--- config.mk ---
export PLATFORM = sky130hd
export DESIGN_NAME = voice_channel_picker
export DESIGN_NICKNAME = d
export VERILOG_FILES = /design/src/sv/vcp_pkg.sv /design/src/sv/vcp_ram.sv /design/src/sv/vcp_ctrl.sv /design/src/sv/vcp_datapath.sv /design/src/sv/voice_channel_picker.sv
export SDC_FILE = /design/constraint.sdc
export NUM_CORES = 1
export LEC_CHECK = 0
export ABC_AREA = 1
export BUFFER_PORTS_ARGS = -buffer_cell sky130_fd_sc_hd__buf_2
export CAP_MARGIN = 20
export CORE_MARGIN = 2
export CORE_UTILIZATION = 50
export DETAILED_ROUTE_END_ITERATION = 8
export PLACE_DENSITY = 0.67
export SYNTH_ARGS = -nofsm -noshare
export SYNTH_HDL_FRONTEND = slang
export SYNTH_SLANG_ARGS = --single-unit
--- constraint.sdc ---
create_clock -name clk_i -period 15.3 [get_ports clk_i]
set_input_delay 3.06 -clock clk_i [delete_from_list [all_inputs] [get_ports clk_i]]
set_output_delay 3.06 -clock clk_i [all_outputs]
set_load 0.05 [all_outputs]
--- src/sv/vcp_pkg.sv ---
`default_nettype none

package vcp_pkg;

  // Request codes carried in the action field.
  localparam logic [1:0] ACT_START = 2'd0;
  localparam logic [1:0] ACT_STOP  = 2'd1;
  localparam logic [1:0] ACT_CLEAR = 2'd2;

  // Special subchannel codes: "any" matches every subchannel, "none" never overrides.
  localparam logic signed [3:0] SUB_ANY  = -4'sd1;
  localparam logic signed [3:0] SUB_NONE = 4'sd0;

  // Starting value of the remaining-life search.
  localparam logic signed [31:0] LIFE_MAX = 32'sh7fff_ffff;

  // Reset value of the protected player entity.
  localparam logic [31:0] PLAYER_RESET = 32'd1;

  // One input beat.
  typedef struct packed {
    logic [1:0]        action;
    logic [31:0]       entity;
    logic signed [3:0] sub_channel;
    logic [30:0]       now_time;
    logic [23:0]       sound_length;
    logic              playable;
  } vcp_in_t;

  // One result beat.
  typedef struct packed {
    logic       found;
    logic [2:0] voice_index;
  } vcp_out_t;

  // One entry of the voice table.
  typedef struct packed {
    logic [31:0]       entity;
    logic signed [3:0] sub_channel;
    logic [31:0]       end_time;
    logic              active;
  } vcp_voice_t;

  // Controller states.
  typedef enum logic [1:0] {
    ST_IDLE,
    ST_SCAN,
    ST_WRITE,
    ST_FINISH
  } vcp_state_e;

  // Commands from the controller to the datapath.
  typedef struct packed {
    logic load;
    logic scan;
    logic write;
    logic emit;
  } vcp_cmd_t;

  // Status from the datapath to the controller.
  typedef struct packed {
    logic scan_done;
  } vcp_status_t;

endpackage

`default_nettype wire

--- src/sv/vcp_ram.sv ---
`default_nettype none

module vcp_ram #(
  parameter int WIDTH = 8,
  parameter int DEPTH = 8,
  localparam int AW = (DEPTH > 1) ? $clog2(DEPTH) : 1
) (
  input  wire logic                  clk_i,
  input  wire logic                  we_i,
  input  wire logic [AW-1:0]         waddr_i,
  input  wire logic [WIDTH-1:0]      wdata_i,
  input  wire logic                  re_i,
  input  wire logic [AW-1:0]         raddr_i,
  output      logic [WIDTH-1:0]      rdata_o
);

  logic [WIDTH-1:0] mem_q [DEPTH];

  // Single write port, registered read port.
  always_ff @(posedge clk_i) begin
    if (we_i) begin
      mem_q[waddr_i] <= wdata_i;
    end
    if (re_i) begin
      rdata_o <= mem_q[raddr_i];
    end
  end

endmodule

`default_nettype wire

--- src/sv/vcp_ctrl.sv ---
`default_nettype none

module vcp_ctrl (
  input  wire logic                clk_i,
  input  wire logic                rst_ni,
  input  wire logic                in_valid_i,
  output      logic                in_ready_o,
  output      logic                out_valid_o,
  input  wire logic                out_ready_i,
  output      vcp_pkg::vcp_cmd_t   cmd_o,
  input  wire vcp_pkg::vcp_status_t status_i
);

  vcp_pkg::vcp_state_e state_q, state_d;
  logic out_valid_q, out_valid_d;
  logic slot_free;

  // The result register can take a new beat when empty or being drained.
  assign slot_free = !out_valid_q || out_ready_i;

  // Next state.
  always_comb begin
    state_d = state_q;
    case (state_q)
      vcp_pkg::ST_IDLE: begin
        if (in_valid_i) state_d = vcp_pkg::ST_SCAN;
      end
      vcp_pkg::ST_SCAN: begin
        if (status_i.scan_done) state_d = vcp_pkg::ST_WRITE;
      end
      vcp_pkg::ST_WRITE: begin
        state_d = vcp_pkg::ST_FINISH;
      end
      vcp_pkg::ST_FINISH: begin
        if (slot_free) state_d = vcp_pkg::ST_IDLE;
      end
      default: begin
        state_d = vcp_pkg::ST_IDLE;
      end
    endcase
  end

  // Commands and handshake outputs.
  always_comb begin
    cmd_o      = '0;
    in_ready_o = 1'b0;
    case (state_q)
      vcp_pkg::ST_IDLE: begin
        in_ready_o = 1'b1;
        cmd_o.load = in_valid_i;
      end
      vcp_pkg::ST_SCAN: begin
        cmd_o.scan = 1'b1;
      end
      vcp_pkg::ST_WRITE: begin
        cmd_o.write = 1'b1;
      end
      vcp_pkg::ST_FINISH: begin
        cmd_o.emit = slot_free;
      end
      default: begin
        cmd_o = '0;
      end
    endcase
  end

  // Result valid flag: set by emit, cleared when the beat leaves.
  always_comb begin
    out_valid_d = out_valid_q;
    if (out_valid_q && out_ready_i) out_valid_d = 1'b0;
    if (cmd_o.emit) out_valid_d = 1'b1;
  end

  always_ff @(posedge clk_i or negedge rst_ni) begin
    if (!rst_ni) begin
      state_q     <= vcp_pkg::ST_IDLE;
      out_valid_q <= 1'b0;
    end else begin
      state_q     <= state_d;
      out_valid_q <= out_valid_d;
    end
  end

  assign out_valid_o = out_valid_q;

  // A result only appears after a request has finished its write-back.
  a_valid_after_finish: assert property (@(posedge clk_i) disable iff (!rst_ni)
    $rose(out_valid_q) |-> $past(state_q == vcp_pkg::ST_FINISH))
    else $error("result valid rose outside the finish state");

endmodule

`default_nettype wire

--- src/sv/vcp_datapath.sv ---
`default_nettype none

module vcp_datapath #(
  parameter int VOICES = 8
) (
  input  wire logic                 clk_i,
  input  wire logic                 rst_ni,
  input  wire vcp_pkg::vcp_cmd_t    cmd_i,
  output      vcp_pkg::vcp_status_t status_o,
  input  wire vcp_pkg::vcp_in_t     in_data_i,
  input  wire logic                 cfg_we_i,
  input  wire logic [31:0]          cfg_data_i,
  output      vcp_pkg::vcp_out_t    out_data_o
);

  localparam int AW = (VOICES > 1) ? $clog2(VOICES) : 1;
  localparam int CW = $clog2(VOICES + 1);
  localparam int IW = (AW > 3) ? AW : 3;
  localparam int VW = $bits(vcp_pkg::vcp_voice_t);

  // Request and configuration registers.
  vcp_pkg::vcp_in_t  item_q;
  vcp_pkg::vcp_out_t out_q, res_s;
  logic [31:0]       player_q;

  // Scan state.
  logic [CW-1:0]            rd_cnt_q, rd_cnt_d;
  logic                     ev_valid_q, ev_valid_d;
  logic [AW-1:0]            ev_idx_q, ev_idx_d;
  logic                     ev_vld_q, ev_vld_d;
  logic signed [31:0]       best_q, best_d;
  logic [AW-1:0]            pick_q, pick_d;
  logic                     pick_valid_q, pick_valid_d;
  logic                     hit_q, hit_d;
  logic [VOICES-1:0]        vld_q, vld_d;

  // Memory port signals.
  logic                     rd_en;
  logic [AW-1:0]            rd_addr;
  logic [VW-1:0]            rd_data;
  logic                     wr_en;
  logic [VW-1:0]            wr_data;
  vcp_pkg::vcp_voice_t      entry_s, new_voice;

  // Evaluation signals.
  logic                     is_start, is_stop;
  logic                     start_match, stop_match, skip_s;
  logic signed [31:0]       life_s;
  logic [IW-1:0]            pick_ext;
  logic                     found_s;

  assign is_start = (item_q.action == vcp_pkg::ACT_START);
  assign is_stop  = (item_q.action == vcp_pkg::ACT_STOP);

  // Read one voice per scan cycle until every voice has been issued.
  assign rd_en   = cmd_i.scan && (rd_cnt_q < CW'(VOICES));
  assign rd_addr = rd_cnt_q[AW-1:0];

  // An entry never written since reset or clear-all reads as zero.
  assign entry_s = ev_vld_q ? vcp_pkg::vcp_voice_t'(rd_data) : '0;

  // Matching rules for the voice under evaluation.
  assign start_match = (item_q.sub_channel != vcp_pkg::SUB_NONE) &&
                       (entry_s.entity == item_q.entity) &&
                       ((entry_s.sub_channel == item_q.sub_channel) ||
                        (item_q.sub_channel == vcp_pkg::SUB_ANY));
  assign stop_match  = (entry_s.entity == item_q.entity) &&
                       (entry_s.sub_channel == item_q.sub_channel);
  assign skip_s      = (entry_s.entity == player_q) && (item_q.entity != player_q) &&
                       entry_s.active;
  assign life_s      = $signed(entry_s.end_time - {1'b0, item_q.now_time});

  // Scan bookkeeping and selection.
  always_comb begin
    rd_cnt_d     = rd_cnt_q;
    ev_valid_d   = ev_valid_q;
    ev_idx_d     = ev_idx_q;
    ev_vld_d     = ev_vld_q;
    best_d       = best_q;
    pick_d       = pick_q;
    pick_valid_d = pick_valid_q;
    hit_d        = hit_q;
    if (cmd_i.load) begin
      rd_cnt_d     = '0;
      ev_valid_d   = 1'b0;
      best_d       = vcp_pkg::LIFE_MAX;
      pick_d       = '0;
      pick_valid_d = 1'b0;
      hit_d        = 1'b0;
    end else if (cmd_i.scan) begin
      ev_valid_d = rd_en;
      ev_idx_d   = rd_addr;
      ev_vld_d   = vld_q[rd_addr];
      if (rd_en) rd_cnt_d = rd_cnt_q + CW'(1);
      if (ev_valid_q && !hit_q) begin
        if (is_start) begin
          if (start_match) begin
            pick_d       = ev_idx_q;
            pick_valid_d = 1'b1;
            hit_d        = 1'b1;
          end else if (!skip_s && (life_s < best_q)) begin
            best_d       = life_s;
            pick_d       = ev_idx_q;
            pick_valid_d = 1'b1;
          end
        end else if (is_stop && stop_match) begin
          pick_d       = ev_idx_q;
          pick_valid_d = 1'b1;
          hit_d        = 1'b1;
        end
      end
    end
  end

  assign status_o.scan_done = (rd_cnt_q == CW'(VOICES)) && !ev_valid_q;

  // Voice written back for a start or a stop.
  always_comb begin
    new_voice.entity      = item_q.entity;
    new_voice.sub_channel = item_q.sub_channel;
    if (is_start && item_q.playable) begin
      new_voice.active   = 1'b1;
      new_voice.end_time = {1'b0, item_q.now_time} + {8'd0, item_q.sound_length};
    end else begin
      new_voice.active   = 1'b0;
      new_voice.end_time = '0;
    end
  end

  assign wr_en   = cmd_i.write && pick_valid_q && (is_start || is_stop);
  assign wr_data = VW'(new_voice);

  // Per-voice valid bits; clear-all drops them all at once.
  always_comb begin
    vld_d = vld_q;
    if (cmd_i.write) begin
      case (item_q.action)
        vcp_pkg::ACT_START, vcp_pkg::ACT_STOP: begin
          if (pick_valid_q) vld_d[pick_q] = 1'b1;
        end
        vcp_pkg::ACT_CLEAR: begin
          vld_d = '0;
        end
        default: begin
          vld_d = vld_q;
        end
      endcase
    end
  end

  // Result of the finished request.
  assign found_s           = pick_valid_q && (is_start || is_stop);
  assign pick_ext          = IW'(pick_q);
  assign res_s.found       = found_s;
  assign res_s.voice_index = found_s ? pick_ext[2:0] : 3'd0;

  always_ff @(posedge clk_i or negedge rst_ni) begin
    if (!rst_ni) begin
      rd_cnt_q     <= '0;
      ev_valid_q   <= 1'b0;
      ev_idx_q     <= '0;
      ev_vld_q     <= 1'b0;
      best_q       <= vcp_pkg::LIFE_MAX;
      pick_q       <= '0;
      pick_valid_q <= 1'b0;
      hit_q        <= 1'b0;
      vld_q        <= '0;
      player_q     <= vcp_pkg::PLAYER_RESET;
    end else begin
      rd_cnt_q     <= rd_cnt_d;
      ev_valid_q   <= ev_valid_d;
      ev_idx_q     <= ev_idx_d;
      ev_vld_q     <= ev_vld_d;
      best_q       <= best_d;
      pick_q       <= pick_d;
      pick_valid_q <= pick_valid_d;
      hit_q        <= hit_d;
      vld_q        <= vld_d;
      if (cfg_we_i) player_q <= cfg_data_i;
    end
  end

  // Request and result payload registers.
  always_ff @(posedge clk_i) begin
    if (cmd_i.load) item_q <= in_data_i;
    if (cmd_i.emit) out_q <= res_s;
  end

  assign out_data_o = out_q;

  // Voice table storage.
  vcp_ram #(
    .WIDTH (VW),
    .DEPTH (VOICES)
  ) u_ram (
    .clk_i   (clk_i),
    .we_i    (wr_en),
    .waddr_i (pick_q),
    .wdata_i (wr_data),
    .re_i    (rd_en),
    .raddr_i (rd_addr),
    .rdata_o (rd_data)
  );

  // The read counter never runs past the table.
  a_cnt_bound: assert property (@(posedge clk_i) disable iff (!rst_ni)
    rd_cnt_q <= CW'(VOICES))
    else $error("scan counter overran the voice table");

  // A direct match always leaves a chosen voice behind it.
  a_hit_has_pick: assert property (@(posedge clk_i) disable iff (!rst_ni)
    hit_q |-> pick_valid_q)
    else $error("match flag set without a chosen voice");

  // A start that took a voice leaves that voice marked as written.
  a_start_marks: assert property (@(posedge clk_i) disable iff (!rst_ni)
    (cmd_i.write && is_start && pick_valid_q) |=> vld_q[$past(pick_q)])
    else $error("taken voice not marked valid after write-back");

endmodule

`default_nettype wire

--- src/sv/voice_channel_picker.sv ---
// Sound voice allocator over a table of VOICES dynamic voices.
// Input channel (in_valid_i / in_ready_o / in_data_i): one beat is a request:
// start a sound, stop a sound, or clear all voices. Output channel
// (out_valid_o / out_ready_i / out_data_o): one beat per request, with found
// and the index of the voice taken or stopped.
// Configuration channel (cfg_valid_i / cfg_ready_o / cfg_data_i): writes the
// protected player entity; it is always ready. The user must write it only while
// idle; the block itself does not enforce this. Each request scans the voice
// table once, one voice per cycle through the registered read port of the
// table memory, then writes back the chosen voice, if any; a clear instead
// drops all valid bits. A new request is taken only once the previous one has
// finished; the scan over the single memory read port sets this.
// The result register holds a finished beat while the receiver stalls; the
// next request is still accepted and scanned, and waits for that register
// before its own result is loaded.
// Reset empties the voice table at once (per-voice valid bits) and sets the
// player entity to 1; no clearing pass is needed.
`default_nettype none

module voice_channel_picker #(
  parameter int VOICES = 8
) (
  input  wire logic              clk_i,
  input  wire logic              rst_ni,
  input  wire logic              in_valid_i,
  output      logic              in_ready_o,
  input  wire vcp_pkg::vcp_in_t  in_data_i,
  output      logic              out_valid_o,
  input  wire logic              out_ready_i,
  output      vcp_pkg::vcp_out_t out_data_o,
  input  wire logic              cfg_valid_i,
  output      logic              cfg_ready_o,
  input  wire logic [31:0]       cfg_data_i
);

  vcp_pkg::vcp_cmd_t    cmd;
  vcp_pkg::vcp_status_t status;

  // The register write is always taken.
  assign cfg_ready_o = 1'b1;

  vcp_ctrl u_ctrl (
    .clk_i       (clk_i),
    .rst_ni      (rst_ni),
    .in_valid_i  (in_valid_i),
    .in_ready_o  (in_ready_o),
    .out_valid_o (out_valid_o),
    .out_ready_i (out_ready_i),
    .cmd_o       (cmd),
    .status_i    (status)
  );

  vcp_datapath #(
    .VOICES (VOICES)
  ) u_datapath (
    .clk_i      (clk_i),
    .rst_ni     (rst_ni),
    .cmd_i      (cmd),
    .status_o   (status),
    .in_data_i  (in_data_i),
    .cfg_we_i   (cfg_valid_i),
    .cfg_data_i (cfg_data_i),
    .out_data_o (out_data_o)
  );

endmodule

`default_nettype wire
After elaboration in Yosys (flattened, before gate mapping)
Memories as Yosys holds them, arrays and structs flattened. A register that Yosys moved wholly into a read port is not among the register bits. Cells that the tools add are included.

Equality and inequality tests: 18. Reductions and logical operators: 42. Magnitude comparators: 5. Bitwise logic cells: 2. Add/sub/neg operators: 3. Muxes and demuxes: 51.

Operator list (number): two-way mux 32 bit (6); two-way mux 69 bit (1); equality test 32 bit (2); two-way mux 33 bit (1); adder 31 x 24 -> 32 bit (1); less-than comparator 32 bit (1); != test 32 bit (1); subtractor 32 x 31 -> 32 bit (1); two-way mux 1 bit (25); two-way mux 3 bit (7); logical AND 1 bit (16); one-hot mux 8 bit (2 select lines) (1); nonzero test 2 bit (7); two-way mux 4 bit (3); less-than comparator 3 x 4 -> 1 bit (second input constant) (2); two-way mux 8 bit (1); bitwise OR 8 bit (1); one-hot mux 2 bit (4 select lines) (1); AND reduction 4 bit (2); equality test 2 bit (second input constant) (3); two-way mux 2 bit (3); != test 2 bit (second input constant) (3); AND reduction 3 bit (2); AND reduction 5 bit (1); other kinds (20) (29).

Memory bits (writable): 552. Memories kept: 1. Input bits: 131. Bits in registers: 187.

Memories: u_datapath.u_ram.mem_q (words 8, bits a word 69, read ports 1, clocked after Yosys merged registers in 1, write ports 1, RTL line vcp_ram.sv:17) `logic [WIDTH-1:0] mem_q [DEPTH];`.

Depth between registers and ports, before layout
Depth in word-level cells: 12. Gate-level depth with buffers: 32. Gate-level depth less buffers: 28.

Cells and area by module
From an unflattened synthesis, not the netlist that was laid out.

Cell total of the unflattened synthesis: 4291. Area total of the unflattened synthesis: 39490.4 µm².

By module, submodules not included: vcp_ram (cells an instance 2472, area an instance 26142.6 µm², instances 1, sequential area each 18647.9 µm²); vcp_datapath (cells an instance 1785, area an instance 13090.1 µm², instances 1, sequential area each 5134.9 µm²); vcp_ctrl (cells an instance 32, area an instance 246.5 µm², instances 1, sequential area each 75.1 µm²); voice_channel_picker (cells an instance 2, area an instance 11.3 µm², instances 1, sequential area each 0.0 µm²).

Worst setup path before layout
Ideal clock, no wire load.

Path kind: register -> register. From: reg u_ctrl.state_q[0]. To: mem u_datapath.u_ram.mem_q[1][0] in the netlist's numbering, enable pin. Stages on the path, launching flop included: 7. Arrival time: 7471 ps. Required time: 14630 ps. Path slack: 7159 ps. Period minus slack after synthesis: 8141 ps. Buffers on the path: 0. Cell sequence: dfrtp_1 > inv_1 > ha_1 > inv_1 > nor2_1 > inv_1 > nor4_1.

Word-level cells in the longest chain between the ends: 6.

RTL lines: from (decl) (RTL line vcp_ctrl.sv:14) `vcp_pkg::vcp_state_e state_q, state_d;`; from (signal assigned) (RTL line vcp_ctrl.sv:76) `state_q <= vcp_pkg::ST_IDLE;`; from (signal assigned) (RTL line vcp_ctrl.sv:79) `state_q <= state_d;`; equality test 2 bit (RTL line vcp_ctrl.sv:47) `case (state_q)`; two-way mux 1 bit (RTL line vcp_ctrl.sv:47); logical AND 1 bit (2 in series) (RTL line vcp_datapath.sv:130) `assign wr_en = cmd_i.write && pick_valid_q && (is_start || is_stop);`; two-way mux 1 bit (RTL line vcp_ram.sv:21) `if (we_i) begin`; two-way mux 1 bit (not written as such) (RTL line vcp_ram.sv:22) `mem_q[waddr_i] <= wdata_i;`; to (decl) (RTL line vcp_ram.sv:17).

No other way between the ends.

Worst setup path after layout
From: reg u_datapath.ev_vld_q. To: reg u_datapath.best_q[31].

Word-level cells in the longest chain between the ends: 8. Elaborated cells on any way between the ends: 22.

RTL lines: from (decl) (RTL line vcp_datapath.sv:30) `logic ev_vld_q, ev_vld_d;`; from (signal assigned) (RTL line vcp_datapath.sv:173) `ev_vld_q <= ev_vld_d;`; two-way mux 69 bit * (RTL line vcp_datapath.sv:60) `assign entry_s = ev_vld_q ? vcp_pkg::vcp_voice_t'(rd_data) : '0;`; branches (longest 7 deep; another with subtractor 32 x 31 -> 32 bit); to (signal assigned) (RTL line vcp_datapath.sv:163) `best_q <= vcp_pkg::LIFE_MAX;`; to (signal assigned) (RTL line vcp_datapath.sv:174) `best_q <= best_d;`; to (decl) (RTL line vcp_datapath.sv:31) `logic signed [31:0] best_q, best_d;`.

Mark *: on every way between the ends. The select of a mux whose other input is x is not followed. A chain may end at the register's enable or synchronous reset.

==> run_results.csv <==
group,metric,value,unit
hold_path,worst_hold_startpoint,"u_datapath.best_q[0]",
grt,grtUsageTotal,24.6,%
synth,synthXorXnorAreaFrac,1.11,%
cts,clk_path_buf_depth,3,
routing,detail_route.wl_per_cell,20.0,µm
floorplanning,i_o_pins,138,
pwr,cellPowerDensity,186,nW/µm²
placement,place_inst,4434,
pwr,power.total,7.62,mW
synth,synth.avg_cell_area,10.5,µm²
critical_path,crit_path_end,"u_datapath.best_q[31]",
critical_path,worst-path-max-fanout,54,
synth,syn_inst,3455,
grt,global_route.overflow_total,0,
floorplanning,die_area,75000,µm²
timing,timing.final.crit_share,36.0,%
cts,numClockSinks,808,
cts,postCtsSetupRepairBufs,0,
pwr,p_leak,15.8,nW
synth,mappedNetlistNets,3679,
grt,grt_pass1_vias,24225,
hold_path,worstHoldPathType,"reg2reg",
critical_path,critical_path.startpoint,"u_datapath.ev_vld_q",
critical_path,reg2reg_setup_slack,9.80,ns
outcome,result_of_the_run,"complete, no violations",
routing,drtPass1Iterations,6,
synth,synth.yosys.seq_area_share,65.5,%
cts,tritoncts.num_buffers,84,
routing,detail_route.wirelength,91600,µm
synth,synthMuxAreaShare,0.186,%
finish,layout-drive-gt1-share,9.89,%
pwr,pwr-share-comb,33.6,%
timing,finalClockSkew,0.0282,ns
critical_path,worst-endpoint-arrival,6.01,ns
routing,drt.antenna.violating_nets,0,
pwr,seqPwrFrac,39.3,%
synth,synth_area,36400,µm²
synth,number_of_synthesized_flops_with_an_enable_pin,719,
timing,worst-slew-pin-transition,1.03,ns
synth,synth.lib_cells_used.distinct,45,
cts,clockRootBuffer,"clkbuf_16",
pwr,switchingPower,2.84,mW
timing,setup-violations-final,0,
timing,relSlewSlack,31.3,%
grt,grt_first_pass_wirelength,140000,µm
pwr,power_frac_clock,27.1,%
finish,finalNetCount,3795,
grt,grt_max_degree,191,
timing,maxSlewViolCount,0,
synth,dominantRegCellSynth,"edfxtp_1",
placement,finalWeightedCongestion,0.938,
timing,number_of_hold_violations_in_the_final_report,0,
critical_path,rr_startpoint,"u_datapath.ev_vld_q",
cts,cts_max_level,3,
finish,num_antenna_cells,0,
synth,warning_count_from_the_yosys_run,0,
synth,post_synth_fa_ha_maj_area_fraction,3.24,%
floorplanning,die_width,274,µm
cts,count_of_hold_fix_buffers_inserted_at_cts,0,
cts,post_cts.resized_instances,0,
synth,combinational_family_with_the_most_area_after_synthesis,"simple AND/OR/NAND/NOR gates",
floorplanning,initial_utilization,50.7,%
finish,layout_commonest_cell,"edfxtp_1",
critical_path,worst-endpoint-required,15.81,ns
pwr,netSwitchingFraction,37.2,%
floorplanning,core,71900,µm²
finish,final_core_util,56.9,%
placement,dpl.hpwl,56200,µm
cts,worst_setup_hold_path_clk_slew,0.06,ns
routing,vias,25606,
routing,drt_iter0_drc,2619,
placement,port-buffer-count,136,
pwr,power.internal,4.78,mW
hold_path,min_delay_path_depth,2,
timing,maxClockFrequency,0.182,GHz
pwr,maximum_ir_drop_on_the_vdd_rail,156,µV
cts,clk_latency,0.64,ns
synth,synth_compound_area_share,10.0,%
synth,synth.ff_latch_count,808,
critical_path,endpoint_of_the_worst_register_to_register_path,"u_datapath.best_q[31]",
finish,final_cell_count_no_fill,4591,
timing,setup_tns,0,ns
critical_path,r2r.worst_path.cells,24,
routing,route.detailed.drc,0,
finish,area_delta_synth_final,12.3,%
finish,layout_common_cells,"719 x edfxtp_1, 670 x nor2_1, 558 x nand2_1",
grt,grt_antenna_before_repair,1,
timing,rsz0062_at_grt,"false",
job,max_cap_violations,0,
finish,layout.filler_cells,6068,
synth,ys_async_sr_fraction,11.0,%
critical_path,critPathCaptureType,"register",
floorplanning,core.rowCount,98,
floorplanning,dieHeight,274,µm
timing,final.min_clock_period,5.50,ns
cts,cts_tree,"done",
synth,synth_simple_gate_area_share,15.6,%
critical_path,worstSetupStartpointType,"register",
routing,route.detailed.vias_per_inst,5.58,
critical_path,criticalPathCategory,"reg2reg",
-- worst max-delay path, cell delays in order (launching register included) --
cell     delay, ns
dfrtp_4       0.92
nand2_1       0.13
ha_1          0.22
inv_1         0.08
fa_1          0.19
nand2_1       0.07
a21oi_1       0.32
nand2_1       0.08
nand2_1       0.16
inv_1         0.12
o21ai_0       0.44
nand4_1       0.22
nand3_1       0.14
nand2_1       0.07
ha_1          0.29
nand4_1       0.07
nor3_1        0.23
and3_1        0.20
nand2_1       0.07
nand3_1       0.10
nand4_1       0.12
nand2_2       0.49
nand2_4       0.35
nand2_1       0.13
nand2_1       0.05
-- synthesized netlist by cell type (all sizes together) (9+ instances only) --
| cell type | instances | area [µm²] |
|---|---|---|
| a31oi | 74 | 463 |
| xnor2 | 22 | 193 |
| a21o | 9 | 67.6 |
| or2 | 10 | 62.6 |
| clkbuf | 108 | 405 |
| dfrtp | 57 | 1430 |
| o22ai | 73 | 457 |
| nand2 | 560 | 2110 |
| a21oi | 101 | 505 |
| ha | 91 | 1140 |
| nand4 | 31 | 194 |
| nor4 | 10 | 62.6 |
| buf | 32 | 181 |
| xor2 | 24 | 210 |
| inv | 256 | 961 |
| o21ai | 390 | 1950 |
| edfxtp | 719 | 21600 |
| nor3 | 14 | 70.1 |
| nor2 | 672 | 2520 |
| nand3 | 129 | 646 |
| dfstp | 32 | 841 |
-- how the worst min path moves through the flow --
stage	to	slack, ns
5_1_grt	u_datapath.best_q[13]	0.48
3_5_place_dp	u_datapath.best_q[0]	0.46
4_1_cts	u_datapath.best_q[0]	0.46
2_1_floorplan	u_datapath.best_q[31]	0.44
3_3_place_gp	u_datapath.best_q[0]	0.45
6_report	u_datapath.best_q[0]	0.46
-- cell type report --
cell class,instances,area [µm²],share of cell area (%)
flip-flops and latches,808,23900,58.4
clock inverters,40,483,1.18
multi-input cells,2250,11100,27.1
repair buffers,170,963,2.36
inverters,257,977,2.39
clock buffers,116,2340,5.71
well taps,950,1190,2.91
-- cell families (layout without fill, tap and decap cells) --
group,Yosys count,in the layout
muxes,6,6
DFF,808,808
xor gates and xnor gates,46,46
buffers and inverters,397,583
other,1,1
adders and majority gates,93,93
and+or+nand+nor,1430,1430
AOI/OAI and AO/OA,674,674
-- power by group through the flow --
stage | logic [mW] | registers, mW | clock network (mW)
4_1_cts | 2.54 | 2.99 | 2.10
6_report | 2.56 | 2.99 | 2.07
5_1_grt | 2.89 | 3.02 | 2.18
3_3_place_gp | 2.50 | 3.03 | 0
3_5_place_dp | 2.53 | 3.03 | 0
2_1_floorplan | 1.87 | 2.94 | 0
-- sequential cells by signal, summed over array words and instances (netlist names), 2 cells and up --
| register | cells |
|---|---|
| u_datapath.best_q | 32 |
| u_datapath.rd_cnt_q | 4 |
| u_datapath.ev_idx_q | 3 |
| u_datapath.pick_ext | 3 |
| u_datapath.vld_q | 8 |
| u_datapath.u_ram.mem_q | 552 |
| u_datapath.player_q | 32 |
| u_datapath.item_q | 94 |
| u_ctrl.state_q | 2 |
| u_datapath.u_ram.rdata_o | 69 |
| u_datapath.out_data_o | 4 |
-- per-layer routing --
metal | share of wire (%) | track usage, % | up-vias
met5 | 0.0087 | 0 | -
met4 | 3.7 | 10.1 | 2
met3 | 6.7 | 3.52 | 183
met2 | 45 | 37.9 | 880
met1 | 44 | 35.1 | 12327
li1 | - | - | 12214
-- metrics by stage --
stage / hold slack [ns] / area, µm² / setup slack, ns
after global routing: 0.479 / 40900 / 9.30
after detailed placement: 0.456 / 38000 / 9.91
after floorplan: 0.442 / 36400 / 7.16
after CTS: 0.465 / 40900 / 9.89
final: 0.463 / 40900 / 9.80
after global placement: 0.449 / 38000 / 10.05
No activity file was read; power rests on OpenSTA's default activity.
